==> src/design/bgpt_pkg.sv <==
// Shared types and constants for the buddy group pair table.
// This package has no dependencies. The cell and the top level both use it.
`timescale 1ns / 1ps

package bgpt_pkg;

    localparam int ID_W   = 16;
    localparam int SLOT_W = 10;   // slot numbers for up to 1024 entries

    typedef enum logic [1:0] {
        OP_LOOKUP = 2'd0,
        OP_ADD    = 2'd1,
        OP_CLEAR  = 2'd2,
        OP_LOAD   = 2'd3
    } t_op;

    typedef enum logic [2:0] {
        STAT_OK      = 3'd0,
        STAT_INVALID = 3'd1,
        STAT_EXISTS  = 3'd2,
        STAT_UNKNOWN = 3'd3,
        STAT_INUSE   = 3'd4,
        STAT_FULL    = 3'd5
    } t_status;

    typedef enum logic [1:0] {
        S_IDLE,
        S_SCAN,
        S_FINISH
    } t_state;

    // Query token that walks down the row of cells, one cell per cycle.
    typedef struct packed {
        logic              valid;
        t_op               op;
        logic [ID_W-1:0]   gid;
        logic [ID_W-1:0]   pri;
        logic [ID_W-1:0]   sec;
        logic              allow;
        logic              pknown;
        logic              sknown;
        logic              key_hit;
        logic [SLOT_W-1:0] hit_idx;
        logic [ID_W-1:0]   hit_pri;
        logic [ID_W-1:0]   hit_sec;
        logic              free_hit;
        logic [SLOT_W-1:0] free_idx;
        logic              po_hit;
        logic [ID_W-1:0]   po_key;
        logic              so_hit;
        logic [ID_W-1:0]   so_key;
    } t_token;

    // Write command broadcast from the controller to every cell.
    typedef struct packed {
        logic              en;
        logic              clr;
        logic [SLOT_W-1:0] idx;
        logic [ID_W-1:0]   key;
        logic [ID_W-1:0]   pri;
        logic [ID_W-1:0]   sec;
    } t_wr;

endpackage

==> src/design/bgpt_cell.sv <==
// One table entry of the buddy group pair table, with its stage of the query row.
// It depends on bgpt_pkg for the token and write command types.
`timescale 1ns / 1ps

module bgpt_cell #(
    parameter int CELL_IDX = 0
) (
    input  logic            i_clk,
    input  logic            i_rst_n,
    input  bgpt_pkg::t_token i_tok,
    input  bgpt_pkg::t_wr    i_wr,
    output bgpt_pkg::t_token o_tok
);

    logic                          r_valid;
    logic [bgpt_pkg::ID_W-1:0]     r_key;
    logic [bgpt_pkg::ID_W-1:0]     r_pri;
    logic [bgpt_pkg::ID_W-1:0]     r_sec;
    logic                          r_tok_valid;
    bgpt_pkg::t_token              r_tok;
    bgpt_pkg::t_token              n_tok;

    localparam logic [bgpt_pkg::SLOT_W-1:0] MY_SLOT = bgpt_pkg::SLOT_W'(CELL_IDX);

    // The first matching valid entry wins each key and owner search field; the first invalid entry wins the free field.
    always_comb begin
        n_tok = i_tok;
        if (i_tok.valid && r_valid) begin
            if (!i_tok.key_hit && r_key == i_tok.gid) begin
                n_tok.key_hit = 1'b1;
                n_tok.hit_idx = MY_SLOT;
                n_tok.hit_pri = r_pri;
                n_tok.hit_sec = r_sec;
            end
            if (!i_tok.po_hit && (r_pri == i_tok.pri || r_sec == i_tok.pri)) begin
                n_tok.po_hit = 1'b1;
                n_tok.po_key = r_key;
            end
            if (!i_tok.so_hit && (r_pri == i_tok.sec || r_sec == i_tok.sec)) begin
                n_tok.so_hit = 1'b1;
                n_tok.so_key = r_key;
            end
        end
        if (i_tok.valid && !r_valid && !i_tok.free_hit) begin
            n_tok.free_hit = 1'b1;
            n_tok.free_idx = MY_SLOT;
        end
    end

    always_ff @(posedge i_clk) begin
        if (!i_rst_n) begin
            r_valid     <= 1'b0;
            r_tok_valid <= 1'b0;
        end else begin
            r_tok_valid <= i_tok.valid;
            if (i_wr.clr) begin
                r_valid <= 1'b0;
            end else if (i_wr.en && i_wr.idx == MY_SLOT) begin
                r_valid <= 1'b1;
            end
        end
    end

    always_ff @(posedge i_clk) begin
        r_tok <= n_tok;
        if (!i_wr.clr && i_wr.en && i_wr.idx == MY_SLOT) begin
            r_key <= i_wr.key;
            r_pri <= i_wr.pri;
            r_sec <= i_wr.sec;
        end
    end

    always_comb begin
        o_tok       = r_tok;
        o_tok.valid = r_tok_valid;
    end

endmodule

==> config.mk <==
export PLATFORM = sky130hd
export DESIGN_NAME = bgpt_cell
export DESIGN_NICKNAME = d
export VERILOG_FILES = /design/src/design/bgpt_pkg.sv /design/src/design/bgpt_cell.sv
export SDC_FILE = /design/constraint.sdc
export NUM_CORES = 1
export LEC_CHECK = 0
export BUFFER_PORTS_ARGS = -buffer_cell sky130_fd_sc_hd__buf_2
export CAP_MARGIN = 25
export CORE_AREA = 2 2 133 135
export CTS_CLUSTER_DIAMETER = 100
export DETAILED_ROUTE_END_ITERATION = 8
export DIE_AREA = 0 0 135 137
export PLACE_DENSITY = 0.8
export SKIP_LAST_GASP = 1
export SLEW_MARGIN = 15
export SYNTH_ARGS = -nofsm -noshare
export SYNTH_HDL_FRONTEND = slang
export SYNTH_SLANG_ARGS = --single-unit
==> constraint.sdc <==
create_clock -name i_clk -period 3.15 [get_ports i_clk]
set_input_delay 0.1575 -clock i_clk [delete_from_list [all_inputs] [get_ports i_clk]]
set_output_delay 0.1575 -clock i_clk [all_outputs]
set_load 0.05 [all_outputs]
==> impl_metrics.json <==
{
  "status": "complete, no violations",
  "dr.pass1.iters": 5,
  "grt_start_max_net_pins": 40,
  "grt_antenna_before_repair": 1,
  "fin_cells": 1198,
  "cts_sinks": 191,
  "post-route-worst-setup-slack_ns": 0.6678,
  "vias": 5365,
  "drt_iter0_markers": 177,
  "cts_buffer_depth": 2,
  "power.density_nw_per_um2": 520.4,
  "wl_per_cell_um": 18.77,
  "dpl_worst_slack_ns": 0.5945,
  "clk_pin_slew_ns": 0.07,
  "hold_viol": 0,
  "synth_cell_types": 26,
  "regArea_um2": 4304,
  "slew_viol_final": 0,
  "path_class": "reg2reg",
  "core_area_um2": 17060,
  "path_max_fanout": 16,
  "hp-start": "i_tok[38]",
  "synth-edff-count": 48,
  "syn-instance-count": 408,
  "totalPowerFinal_mw": 5.605,
  "reg2reg_slack_ns": 0.67,
  "rows": 48,
  "power_leakage_nw": 4.822,
  "fin_nets": 1163,
  "seq_area_frac_synth": 0.6821,
  "cts_made_buffers": 17,
  "rsz0062_at_grt": "false",
  "portBuffers": 345,
  "grt_pass1_wl_um": 32370,
  "hold_class": "in2reg",
  "gp_congestion": 0.8506,
  "synth.cell_area_um2": 6310,
  "ir_drop_v": 0.0003402,
  "nFillCells": 1232,
  "final_common_cell": "buf_2",
  "area.growth.synth_to_final_pct": 70.71,
  "final_area_um2": 10770,
  "slew_headroom": 0.5664,
  "ff2ff_path_depth": 6,
  "yosys_warnings": 0,
  "cp-startpoint": "r_pri[2]$_DFFE_PP_",
  "ys_ff_latch": 191,
  "drc": 0,
  "synth.net_count": 612,
  "root_buffer": "clkbuf_16",
  "ctsResizeCount": 0,
  "ys.flop_type": "dfxtp_1",
  "via_per_inst": 4.478,
  "die_h_um": 137,
  "place_hpwl_um": 14340,
  "fmax_ghz": 0.4029,
  "grt_use_total": 0.2375,
  "min_to": "o_tok[38]$_SDFF_PP0_",
  "drive_above_1_share": 0.4650,
  "clkLatencyLatePin_ns": 0.42,
  "overflow": 0,
  "r2r_start": "r_pri[2]$_DFFE_PP_",
  "finalSetupViolCount": 0,
  "dpl_cell_area_um2": 8309,
  "required_ns": 3.46,
  "tritoncts": "done",
  "cts.hold.buffers_added": 189,
  "first_global_vias": 5946,
  "htree_levels": 4,
  "place_inst": 974,
  "startpoint_type": "flip-flop",
  "postSynthAreaPerCell_um2": 15.47,
  "end_kind": "flip-flop",
  "multi_input_area_um2": 1942,
  "timing.rr.end": "o_tok[18]$_DFF_P_",
  "mostFrequentLayoutCells": "buf_2, dlygate4sd3_1, dfxtp_1, xor2_1, edfxtp_1",
  "whs_path_depth": 2,
  "layout_min_cycle_time_ns": 2.482,
  "async_reset_ff_frac": 0,
  "finalCritPeriodShare": 0.7880,
  "cp.arrival_ns": 2.80,
  "finalSetupTns_ns": 0,
  "ios": 346,
  "postCtsSetupBuffers": 0,
  "wl_um": 22490,
  "tightest_slew_ns": 0.6489,
  "drtAntennaViolNets": 0,
  "die_w_um": 135,
  "dieArea_um2": 18500,
  "fin_skew_ns": 0.01191,
  "start_util": 0.3699,
  "drv_cap": 0
}
worst max path at each step:
stage,endpoint,slack (ns),cells after the start
final,o_tok[18]$_DFF_P_,0.67,6
after global routing,o_tok[19]$_DFF_P_,0.52,6
after CTS,o_tok[2]$_DFF_P_,0.58,6
after detailed placement,o_tok[2]$_DFF_P_,0.59,6
after global placement,o_tok[3]$_DFF_P_,0.59,6
after floorplan,r_key[0]$_DFFE_PP_,0.04,3
report_power, final:
group	switching [mW]	internal, mW
Sequential	0.0286	2.61
Clock	0.969	1.07
Combinational	0.552	0.377
state kept, by name, indices dropped and copies added, names as in the netlist:
signal	cells
r_pri	16
r_key	16
r_tok_valid	1
r_sec	16
o_tok	141
r_valid	1
per-stage QoR:
step	hold WS [ns]	util
6_report	0.06252	0.6315
4_1_cts	0.0003280	0.6305
5_1_grt	0.03494	0.6315
3_5_place_dp	0.2613	0.4872
3_3_place_gp	0.2597	0.4872
2_1_floorplan	0.1852	-
metal layers:
metal | up-vias | GRT usage | wire (um) | part of all wire
met3 | 42 | 0.07815 | 1742 | 0.077
li1 | 2519 | - | - | -
met1 | 2526 | 0.2384 | 8057 | 0.36
met2 | 278 | 0.4526 | 12120 | 0.54
met4 | 0 | 0.09201 | 573 | 0.025
met5 | - | 0 | 0 | 0
cells in the mapped netlist, drive strengths merged (3+ instances only):
cell    instances  area, um^2
buf             6       70.07
nor3            3       20.02
nor4           19       118.9
xor2           76       665.6
xnor2           4       35.03
nor2b          20       125.1
nand4           5       31.28
or2             3       18.77
dfxtp         143        2863
mux2           64       795.8
edfxtp         48        1441
cell families after synthesis:
family | count (synthesis) | share of synthesized area
muxes | 64 | 0.1261
buffers and inverters | 8 | 0.01230
AOI/OAI and AO/OA | 6 | 0.01011
DFF | 191 | 0.6821
xor gates and xnor gates | 80 | 0.1110
and+or+nand+nor | 59 | 0.05830
critical path, cell delays in order, from the launching register on:
cell	delay, ns
edfxtp_1	0.44
xor2_1	0.18
nor4_1	0.43
nand4_1	0.30
a211oi_4	0.29
buf_4	0.33
mux2_2	0.38
final cells by class:
| class | instances | share of cell area |
|---|---|---|
| diodes | 1 | 0.0002323 |
| flip-flops and latches | 191 | 0.3996 |
| clock buffers | 19 | 0.04205 |
| well taps | 225 | 0.02614 |
| multi-input cells | 209 | 0.1803 |
| repair buffers | 540 | 0.3424 |
| clock inverters | 13 | 0.009293 |
Power figures use the tool's default switching activity.
